==> config.mk <==
export PLATFORM = sky130hd
export DESIGN_NAME = ordered_item_list_flat
export DESIGN_NICKNAME = d
export VERILOG_FILES = /design/src/design/oil_pkg.sv /design/src/design/oil_ifs.sv /design/src/design/ordered_item_list.sv /design/src/design/oil_ctrl.sv /design/src/design/oil_dp.sv /design/src/flat_wrapper.sv
export SDC_FILE = /design/constraint.sdc
export NUM_CORES = 2
export LEC_CHECK = 0
export ABC_AREA = 0
export BUFFER_PORTS_ARGS = -buffer_cell sky130_fd_sc_hd__buf_2
export CORE_MARGIN = 3
export CORE_UTILIZATION = 55
export CTS_CLUSTER_SIZE = 24
export DETAILED_ROUTE_END_ITERATION = 10
export GPL_ROUTABILITY_DRIVEN = 0
export PLACE_DENSITY = 0.71
export REMOVE_ABC_BUFFERS = 1
export SETUP_SLACK_MARGIN = 0.2
export SYNTH_ARGS = -nofsm -noshare
export SYNTH_HDL_FRONTEND = slang
export SYNTH_SLANG_ARGS = --single-unit
==> constraint.sdc <==
create_clock -name i_clk -period 7.3 [get_ports i_clk]
set_input_delay 0.365 -clock i_clk [delete_from_list [all_inputs] [get_ports i_clk]]
set_output_delay 0.365 -clock i_clk [all_outputs]
set_load 0.02 [all_outputs]
==> src/design/oil_pkg.sv <==
// Shared types, codes and defaults for the ordered item list.
`timescale 1ns / 1ps
`default_nettype none

package oil_pkg;

    // Fixed field widths of the request and response payloads
    localparam int ACT_W     = 3;
    localparam int ITEM_IO_W = 32;
    localparam int POS_W     = 5;
    localparam int ST_W      = 3;
    localparam int CNT_W     = 5;

    // Defaults for the top-level parameters
    localparam int DEF_CAPACITY   = 16;
    localparam int DEF_ITEM_WIDTH = 32;

    // Action codes
    localparam logic [ACT_W-1:0] ACT_PUSH       = 3'd0;
    localparam logic [ACT_W-1:0] ACT_POP        = 3'd1;
    localparam logic [ACT_W-1:0] ACT_INSERT     = 3'd2;
    localparam logic [ACT_W-1:0] ACT_REMOVE_ALL = 3'd3;
    localparam logic [ACT_W-1:0] ACT_REMOVE_AT  = 3'd4;
    localparam logic [ACT_W-1:0] ACT_FIND       = 3'd5;

    // Status codes
    localparam logic [ST_W-1:0] ST_OK       = 3'd0;
    localparam logic [ST_W-1:0] ST_FULL     = 3'd1;
    localparam logic [ST_W-1:0] ST_EMPTY    = 3'd2;
    localparam logic [ST_W-1:0] ST_BADPOS   = 3'd3;
    localparam logic [ST_W-1:0] ST_NOTFOUND = 3'd4;

    typedef struct packed {
        logic [ACT_W-1:0]     action;
        logic [ITEM_IO_W-1:0] item_value;
        logic [POS_W-1:0]     position;
    } t_req;

    typedef struct packed {
        logic [ST_W-1:0]      status;
        logic [ITEM_IO_W-1:0] item_out;
        logic [POS_W-1:0]     position_out;
        logic                 found;
        logic [CNT_W-1:0]     entry_count;
    } t_rsp;

    // Controller to datapath commands
    typedef struct packed {
        logic capture;  // latch request and build match vector
        logic exec;     // perform the requested action, load response
        logic step;     // drop the first matching entry
        logic finish;   // load the remove-all response
    } t_cmd;

    // Datapath to controller status
    typedef struct packed {
        logic remove_all;
        logic match_any;
        logic out_free;
    } t_stat;

endpackage

`default_nettype wire

==> src/design/oil_ifs.sv <==
// Request and response channel interfaces of the ordered item list.
`timescale 1ns / 1ps
`default_nettype none

interface oil_req_if;
    import oil_pkg::*;
    logic valid;
    logic ready;
    t_req data;
    modport source (output valid, output data, input ready);
    modport sink (input valid, input data, output ready);
endinterface

interface oil_rsp_if;
    import oil_pkg::*;
    logic valid;
    logic ready;
    t_rsp data;
    modport source (output valid, output data, input ready);
    modport sink (input valid, input data, output ready);
endinterface

`default_nettype wire

==> src/design/ordered_item_list.sv <==
// Top level of the ordered item list: controller and datapath.
//
//   channel  dir  modport  payload
//   i_req    in   sink     action, item_value, position
//   o_rsp    out  source   status, item_out, position_out, found, entry_count
//
// A request is accepted, then executed in a separate state that loads the
// response register. Remove-all-equal passes through execute to a compact
// state that drops one matching entry per step in the cells, then reports.
// Reset (synchronous, active low) clears the count and the response valid;
// cell contents are not cleared. A stalled response holds in its register;
// the next request is accepted meanwhile and waits in execute until it frees.
`timescale 1ns / 1ps
`default_nettype none

module ordered_item_list #(
    parameter int CAPACITY   = oil_pkg::DEF_CAPACITY,
    parameter int ITEM_WIDTH = oil_pkg::DEF_ITEM_WIDTH
) (
    input  wire logic  i_clk,
    input  wire logic  i_rst_n,
    oil_req_if.sink    i_req,
    oil_rsp_if.source  o_rsp
);
    import oil_pkg::*;

    t_cmd  cmd;
    t_stat stat;

    // Sequence requests
    oil_ctrl u_ctrl (
        .i_clk       (i_clk),
        .i_rst_n     (i_rst_n),
        .i_req_valid (i_req.valid),
        .o_req_ready (i_req.ready),
        .i_stat      (stat),
        .o_cmd       (cmd)
    );

    // Store entries and build responses
    oil_dp #(
        .CAPACITY   (CAPACITY),
        .ITEM_WIDTH (ITEM_WIDTH)
    ) u_dp (
        .i_clk       (i_clk),
        .i_rst_n     (i_rst_n),
        .i_req_data  (i_req.data),
        .i_cmd       (cmd),
        .o_stat      (stat),
        .i_rsp_ready (o_rsp.ready),
        .o_rsp_valid (o_rsp.valid),
        .o_rsp_data  (o_rsp.data)
    );

endmodule

`default_nettype wire

==> src/design/oil_ctrl.sv <==
// Controller state machine of the ordered item list.
`timescale 1ns / 1ps
`default_nettype none

module oil_ctrl (
    input  wire logic           i_clk,
    input  wire logic           i_rst_n,
    input  wire logic           i_req_valid,
    output logic                o_req_ready,
    input  wire oil_pkg::t_stat i_stat,
    output oil_pkg::t_cmd       o_cmd
);
    import oil_pkg::*;

    typedef enum logic [2:0] {
        S_IDLE    = 3'b001,
        S_EXEC    = 3'b010,
        S_COMPACT = 3'b100
    } t_state;

    t_state r_state, n_state;

    // Sequence one request: accept, execute, optionally compact
    always_comb begin
        n_state     = r_state;
        o_cmd       = '0;
        o_req_ready = 1'b0;
        case (r_state)
            S_IDLE: begin
                o_req_ready = 1'b1;
                if (i_req_valid) begin
                    o_cmd.capture = 1'b1;
                    n_state       = S_EXEC;
                end
            end
            S_EXEC: begin
                if (i_stat.remove_all) begin
                    n_state = S_COMPACT;
                end else if (i_stat.out_free) begin
                    o_cmd.exec = 1'b1;
                    n_state    = S_IDLE;
                end
            end
            S_COMPACT: begin
                if (i_stat.match_any) begin
                    o_cmd.step = 1'b1;
                end else if (i_stat.out_free) begin
                    o_cmd.finish = 1'b1;
                    n_state      = S_IDLE;
                end
            end
            default: begin
                n_state = S_IDLE;
            end
        endcase
    end

    always_ff @(posedge i_clk) begin
        if (!i_rst_n) begin
            r_state <= S_IDLE;
        end else begin
            r_state <= n_state;
        end
    end

endmodule

`default_nettype wire

==> src/design/oil_dp.sv <==
// Datapath of the ordered item list: shifting cells, match vector, response register.
`timescale 1ns / 1ps
`default_nettype none

module oil_dp #(
    parameter int CAPACITY   = oil_pkg::DEF_CAPACITY,
    parameter int ITEM_WIDTH = oil_pkg::DEF_ITEM_WIDTH
) (
    input  wire logic           i_clk,
    input  wire logic           i_rst_n,
    input  wire oil_pkg::t_req  i_req_data,
    input  wire oil_pkg::t_cmd  i_cmd,
    output oil_pkg::t_stat      o_stat,
    input  wire logic           i_rsp_ready,
    output logic                o_rsp_valid,
    output oil_pkg::t_rsp       o_rsp_data
);
    import oil_pkg::*;

    localparam int CW = $clog2(CAPACITY + 1);
    localparam int IW = $clog2(CAPACITY);
    localparam int XW = (CW > POS_W) ? CW : POS_W;

    logic [ITEM_WIDTH-1:0] r_cell [CAPACITY];
    logic [ITEM_WIDTH-1:0] n_cell [CAPACITY];
    logic [ITEM_WIDTH-1:0] w_below [CAPACITY];
    logic [ITEM_WIDTH-1:0] w_above [CAPACITY];
    logic [CAPACITY-1:0]   w_hit;
    logic [CAPACITY-1:0]   w_match_above;
    logic [CAPACITY-1:0]   r_match, n_match;
    logic [CW-1:0]         r_count, n_count;
    logic [CW-1:0]         r_removed, n_removed;
    logic [ACT_W-1:0]      r_act;
    logic [ITEM_WIDTH-1:0] r_val;
    logic [POS_W-1:0]      r_pos;
    logic                  r_out_valid;
    t_rsp                  r_rsp, n_rsp;

    logic [ITEM_WIDTH-1:0] in_val;
    logic [IW-1:0]         first_idx;
    logic [IW-1:0]         drop_idx;
    logic [CW-1:0]         top_pos;
    logic                  match_any, full, empty, ins_bad, rm_bad, load, out_free;

    assign in_val    = ITEM_WIDTH'(i_req_data.item_value);
    assign match_any = |r_match;
    assign full      = (r_count == CW'(CAPACITY));
    assign empty     = (r_count == '0);
    assign ins_bad   = (XW'(r_pos) > XW'(r_count));
    assign rm_bad    = (XW'(r_pos) >= XW'(r_count));
    assign top_pos   = r_count - CW'(1);
    assign out_free  = !r_out_valid || i_rsp_ready;
    assign load      = i_cmd.exec || i_cmd.finish;

    // Find the lowest matching cell
    always_comb begin
        first_idx = '0;
        for (int k = CAPACITY - 1; k >= 0; k--) begin
            if (r_match[k]) begin
                first_idx = IW'(k);
            end
        end
    end

    // Shift-down origin: explicit position or first match
    assign drop_idx = (r_act == ACT_REMOVE_AT) ? IW'(r_pos) : first_idx;

    // Per-cell neighbors, compare and next value
    for (genvar g = 0; g < CAPACITY; g++) begin : g_cell
        if (g == 0) begin : g_bot
            assign w_below[g] = r_cell[g];
        end else begin : g_mid
            assign w_below[g] = r_cell[g-1];
        end
        if (g == CAPACITY - 1) begin : g_top
            assign w_above[g]       = r_cell[g];
            assign w_match_above[g] = 1'b0;
        end else begin : g_low
            assign w_above[g]       = r_cell[g+1];
            assign w_match_above[g] = r_match[g+1];
        end

        assign w_hit[g] = (r_cell[g] == in_val) && (CW'(g) < r_count);

        always_comb begin
            n_cell[g]  = r_cell[g];
            n_match[g] = r_match[g];
            if (i_cmd.capture) begin
                n_match[g] = w_hit[g];
            end
            if (i_cmd.exec) begin
                case (r_act)
                    ACT_PUSH: begin
                        if (!full && CW'(g) == r_count) begin
                            n_cell[g] = r_val;
                        end
                    end
                    ACT_INSERT: begin
                        if (!ins_bad && !full) begin
                            if (XW'(g) > XW'(r_pos)) begin
                                n_cell[g] = w_below[g];
                            end else if (XW'(g) == XW'(r_pos)) begin
                                n_cell[g] = r_val;
                            end
                        end
                    end
                    ACT_REMOVE_AT: begin
                        if (!rm_bad && IW'(g) >= drop_idx) begin
                            n_cell[g] = w_above[g];
                        end
                    end
                    default: begin
                        n_cell[g] = r_cell[g];
                    end
                endcase
            end
            // Close up over the first matching entry
            if (i_cmd.step && IW'(g) >= drop_idx) begin
                n_cell[g]  = w_above[g];
                n_match[g] = w_match_above[g];
            end
        end
    end

    // Count, removal tally and response
    always_comb begin
        n_count   = r_count;
        n_removed = r_removed;
        n_rsp     = '0;
        if (i_cmd.capture) begin
            n_removed = '0;
        end
        if (i_cmd.exec) begin
            case (r_act)
                ACT_PUSH: begin
                    if (full) begin
                        n_rsp.status = ST_FULL;
                    end else begin
                        n_count = r_count + CW'(1);
                    end
                end
                ACT_POP: begin
                    if (empty) begin
                        n_rsp.status = ST_EMPTY;
                    end else begin
                        n_count        = top_pos;
                        n_rsp.item_out = ITEM_IO_W'(r_cell[top_pos[IW-1:0]]);
                    end
                end
                ACT_INSERT: begin
                    if (ins_bad) begin
                        n_rsp.status = ST_BADPOS;
                    end else if (full) begin
                        n_rsp.status = ST_FULL;
                    end else begin
                        n_count = r_count + CW'(1);
                    end
                end
                ACT_REMOVE_AT: begin
                    if (rm_bad) begin
                        n_rsp.status = ST_BADPOS;
                    end else begin
                        n_count = top_pos;
                    end
                end
                ACT_FIND: begin
                    if (match_any) begin
                        n_rsp.position_out = POS_W'(first_idx);
                        n_rsp.found        = 1'b1;
                    end else begin
                        n_rsp.status = ST_NOTFOUND;
                    end
                end
                default: begin
                    n_rsp.status = ST_OK;
                end
            endcase
            n_rsp.entry_count = CNT_W'(n_count);
        end
        if (i_cmd.step) begin
            n_count   = top_pos;
            n_removed = r_removed + CW'(1);
        end
        if (i_cmd.finish) begin
            n_rsp.status       = (r_removed == '0) ? ST_NOTFOUND : ST_OK;
            n_rsp.position_out = POS_W'(r_removed);
            n_rsp.entry_count  = CNT_W'(r_count);
        end
    end

    // Hold cells, match vector, removal tally, latched request and response
    always_ff @(posedge i_clk) begin
        for (int k = 0; k < CAPACITY; k++) begin
            r_cell[k] <= n_cell[k];
        end
        r_match   <= n_match;
        r_removed <= n_removed;
        if (i_cmd.capture) begin
            r_act <= i_req_data.action;
            r_val <= in_val;
            r_pos <= i_req_data.position;
        end
        if (load) begin
            r_rsp <= n_rsp;
        end
    end

    // Count and output valid
    always_ff @(posedge i_clk) begin
        if (!i_rst_n) begin
            r_count     <= '0;
            r_out_valid <= 1'b0;
        end else begin
            r_count <= n_count;
            if (load) begin
                r_out_valid <= 1'b1;
            end else if (i_rsp_ready) begin
                r_out_valid <= 1'b0;
            end
        end
    end

    assign o_rsp_valid       = r_out_valid;
    assign o_rsp_data        = r_rsp;
    assign o_stat.remove_all = (r_act == ACT_REMOVE_ALL);
    assign o_stat.match_any  = match_any;
    assign o_stat.out_free   = out_free;

endmodule

`default_nettype wire

==> src/flat_wrapper.sv <==
// flat-port wrapper written by rule: the top's interface ports become plain ports
module ordered_item_list_flat import oil_pkg::*;
#(
    parameter int CAPACITY   = oil_pkg::DEF_CAPACITY,
    parameter int ITEM_WIDTH = oil_pkg::DEF_ITEM_WIDTH
)
  (i_clk, i_rst_n, i_req_valid, i_req_data, i_req_ready, o_rsp_valid, o_rsp_data, o_rsp_ready);
  oil_req_if i_req_i ();
  oil_rsp_if o_rsp_i ();
  input  wire logic i_clk;
  input  wire logic i_rst_n;
  input wire logic [$bits(i_req_i.valid)-1:0] i_req_valid;
  input wire logic [$bits(i_req_i.data)-1:0] i_req_data;
  output wire logic [$bits(i_req_i.ready)-1:0] i_req_ready;
  output wire logic [$bits(o_rsp_i.valid)-1:0] o_rsp_valid;
  output wire logic [$bits(o_rsp_i.data)-1:0] o_rsp_data;
  input wire logic [$bits(o_rsp_i.ready)-1:0] o_rsp_ready;
  assign i_req_i.valid = i_req_valid;
  assign i_req_i.data = i_req_data;
  assign i_req_ready = i_req_i.ready;
  assign o_rsp_valid = o_rsp_i.valid;
  assign o_rsp_data = o_rsp_i.data;
  assign o_rsp_i.ready = o_rsp_ready;
  ordered_item_list #(.CAPACITY(CAPACITY), .ITEM_WIDTH(ITEM_WIDTH)) u_core (.i_clk(i_clk), .i_rst_n(i_rst_n), .i_req(i_req_i), .o_rsp(o_rsp_i));
endmodule
==> reports/qor.csv <==
stage,metric,value,unit
power,p_clk_frac,0.398,
synthesis,synth_async_sr_flop_share,0,
clock_tree,cts_tree,built,
global_route,grt_max_degree,100,
timing,hold_viol,0,
synthesis,synth-seq-area-share,0.452,
layout,syn_to_final_growth,8.30,%
power,p_sw_frac,0.281,
layout,instances_no_fill,4650,
synthesis,yosysWarnings,0,
synthesis,syn_area,41500,um^2
clock_tree,cts_setup_buffers,0,
routing,drc_errors,1,
power,leakage,14.6,nW
power,p_sw,2.57,mW
clock_tree,cts_sinks,628,
timing,setup_slack,1940,ps
synthesis,synth_top_cell_by_area,edfxtp_1,
timing,timing.fmax,186,MHz
setup_path,end_kind,flop,
job,cap_violations,0,
clock_tree,clock_path_buffers,3,
synthesis,synth_cell_type_count,95,
global_route,antenna_found_initial,17,
timing,drv_slew,0,
die,core_region_area,74600,um^2
setup_path,arrival,5750,ps
die,fp.dieArea,78800,um^2
global_route,grt_pass1_wl,249,mm
routing,drt-initial-drc-count,8320,
power,totalPowerFinal,9.15,mW
routing,via_count,37244,
worst_hold_path,min_from,i_rst_n,
synthesis,synth_area_leaders,"edfxtp_1 (45%), mux4_2 (8.7%), a22oi_1 (6.7%)",
layout,stdcell_area,45000,um^2
synthesis,yosys.area.top_type_share,0.447,
routing,firstDrtPassIters,11,
global_route,grtUsageTotal,0.436,
power,combPwrFrac,0.143,
timing,fin_crit,5360,ps
synthesis,syn-instance-count,3735,
placement,dp_slack,2140,ps
placement,place_inst,4503,
placement,placed_cell_area,42600,um^2
setup_path,regToRegStartpoint,u_core.u_dp.r_act[2],
die,die_y,281,um
routing,vias_per_cell,8.01,
timing,final-setup-viol-count,0,
die,pin_count,92,
worst_hold_path,hold_class,in2reg,
timing,worst_slew_pin_slew,1370,ps
synthesis,ys.flop_type,edfxtp_1,
outcome,status,finished with violations,
die,die_x,281,um
synthesis,avgSynthCellArea,11.1,um^2
placement,port_buffers,91,
setup_path,cp-start-kind,flop,
power,peakVddDrop,0.134,mV
setup_path,critPathKind,reg2reg,
power,internal_power,6.58,mW
layout,nNetsFinal,3675,
global_route,grt_pass1_vias,33862,
synthesis,synth-edff-count,618,
routing,wl_per_cell,37.7,um
power,power_density,203,nW/um^2
timing,rsz0062_at_grt,no,
power,seqPwrFrac,0.459,
outcome,violations,design-rule violations,
routing,ant_nets,0,
timing,slew_headroom,0.0789,
timing,fin_worst_hold_slack,8.09,ps
clock_tree,cts_buffers,74,
layout,final_util,0.603,
layout,drive_gt1_frac,0.153,
clock_tree,clk_pin_slew,60,ps
setup_path,worstSetupStartpoint,u_core.u_dp.r_act[2],
clock_tree,cts-root-buf,clkbuf_16,
die,rows,100,
timing,timing.setup.tns,0,ps
clock_tree,insertion_delay,650,ps
clock_tree,htree_num_levels,3,
synthesis,synth_seq_cells,628,
global_route,grt.overflow.total,0,
placement,dp_hpwl,118,mm
routing,finalWirelength,175,mm
setup_path,crit_fanout,35,
setup_path,cp.required,7680,ps
timing,fin_worst_skew,34.0,ps
die,initial_core_util,0.557,
timing,period_share,0.735,
==> cell type report <==
type	count	area, um^2
Fill cell	6040	29600
Inverter	21	78.8
Multi-Input combinational cell	2705	21400
Antenna cell	12	30.0
Clock inverter	33	260
Sequential cell	628	18800
Tap cell	969	1210
Timing Repair Buffer	189	1230
Clock buffer	93	1990
==> cell usage after synthesis, types with 9 or more instances <==
cell type / n
xnor2_1: 210
buf_2: 51
mux2_1: 30
nor2_1: 137
a22oi_1: 373
ha_1: 12
mux4_2: 160
nor3_1: 29
nand4_1: 72
buf_4: 11
nand2_1: 280
o2bb2ai_1: 255
edfxtp_1: 618
a21oi_1: 107
clkbuf_1: 279
mux2i_1: 14
a31oi_1: 14
mux2_2: 39
a21o_1: 10
nor4_1: 89
and3_1: 9
dfxtp_1: 10
nand3_1: 65
or3_1: 18
o21ai_0: 274
o21ai_1: 32
nor2b_1: 34
buf_1: 31
xor2_1: 308
nand2b_1: 13
inv_1: 19
==> flip-flops by register name, summed over array words and instances (netlist names) <==
name,flops
u_core.u_ctrl.r_state,3
u_core.u_dp.o_rsp_data,46
u_core.u_dp.r_count,5
u_core.u_dp.o_rsp_valid,1
u_core.u_dp.r_removed,5
u_core.u_dp.r_pos,5
u_core.u_dp.r_match,16
u_core.u_dp.r_act,3
u_core.u_dp.r_cell,512
u_core.u_dp.r_val,32
==> final timing paths <==
path / to / slack, ps / cells past startpoint
worst max-delay path: u_core.u_dp.r_cell[0][0] / 1940 / 8
worst min-delay path: u_core.u_ctrl.r_state[0] / 8 / 2
worst max register to register: u_core.u_dp.r_cell[0][0] / 1940 / 8
worst min register to register: u_core.u_dp.r_match[15] / 620 / 2
==> layout by cell type, fill, tap and decap left out, drive strengths merged, types with 7 or more instances in the layout <==
cell and n:
edfxtp 618, a22oi 373, xor2 308, o21ai 307
nand2 283, o2bb2ai 255, xnor2 210, buf 180
mux4 160, nor2 140, a21oi 112, clkbuf 94
nor4 93, nand4 73, mux2 69, nand3 66
nor2b 34, nor3 31, clkinv 28, inv 22
or3 18, a31oi 17, mux2i 14, nand2b 14
diode 12, ha 12, a21o 11, dfxtp 10
and3 9, o211ai 8, o21a 8, dlygate4sd3 8
a2111oi 8, and2 8, or2 7
==> cell families after synthesis <==
| group | synth area share |
|---|---|
| xor gates and xnor gates | 0.109 |
| adders and majority gates | 0.00362 |
| muxes | 0.109 |
| and+or+nand+nor | 0.0942 |
| buffers and inverters | 0.0402 |
| AOI/OAI and AO/OA | 0.192 |
| DFF | 0.452 |
==> repair_timing <==
item | CTS | global route
gates resized for setup | 0 | 0
hold buffers | 8 | 0
hold endpoints to repair | 8 | 0
==> power by group through the flow <==
stage	sequential [mW]	combinational, mW	clock (mW)
after detailed placement	4.26	1.22	0
after global routing	4.20	1.36	3.75
after global placement	4.26	1.19	0
final	4.20	1.31	3.64
after CTS	4.19	1.23	3.62
after floorplan	4.23	0.747	0
==> layer usage <==
metal,up-vias,share of wire,GRT usage
met5,-,0.0018,0.0189
met4,18,0.085,0.244
met3,935,0.19,0.212
met2,4284,0.40,0.609
met1,17713,0.33,0.550
li1,14294,-,-
==> critical path, cell delays in order (launching register included) <==
cell	delay, ps
edfxtp_1	720
or3b_1	400
buf_4	250
o2111ai_1	200
and3_1	830
nand2_2	360
nor2_4	900
a21o_2	950
mux2_2	420
No activity file was read; power rests on OpenSTA's default activity.
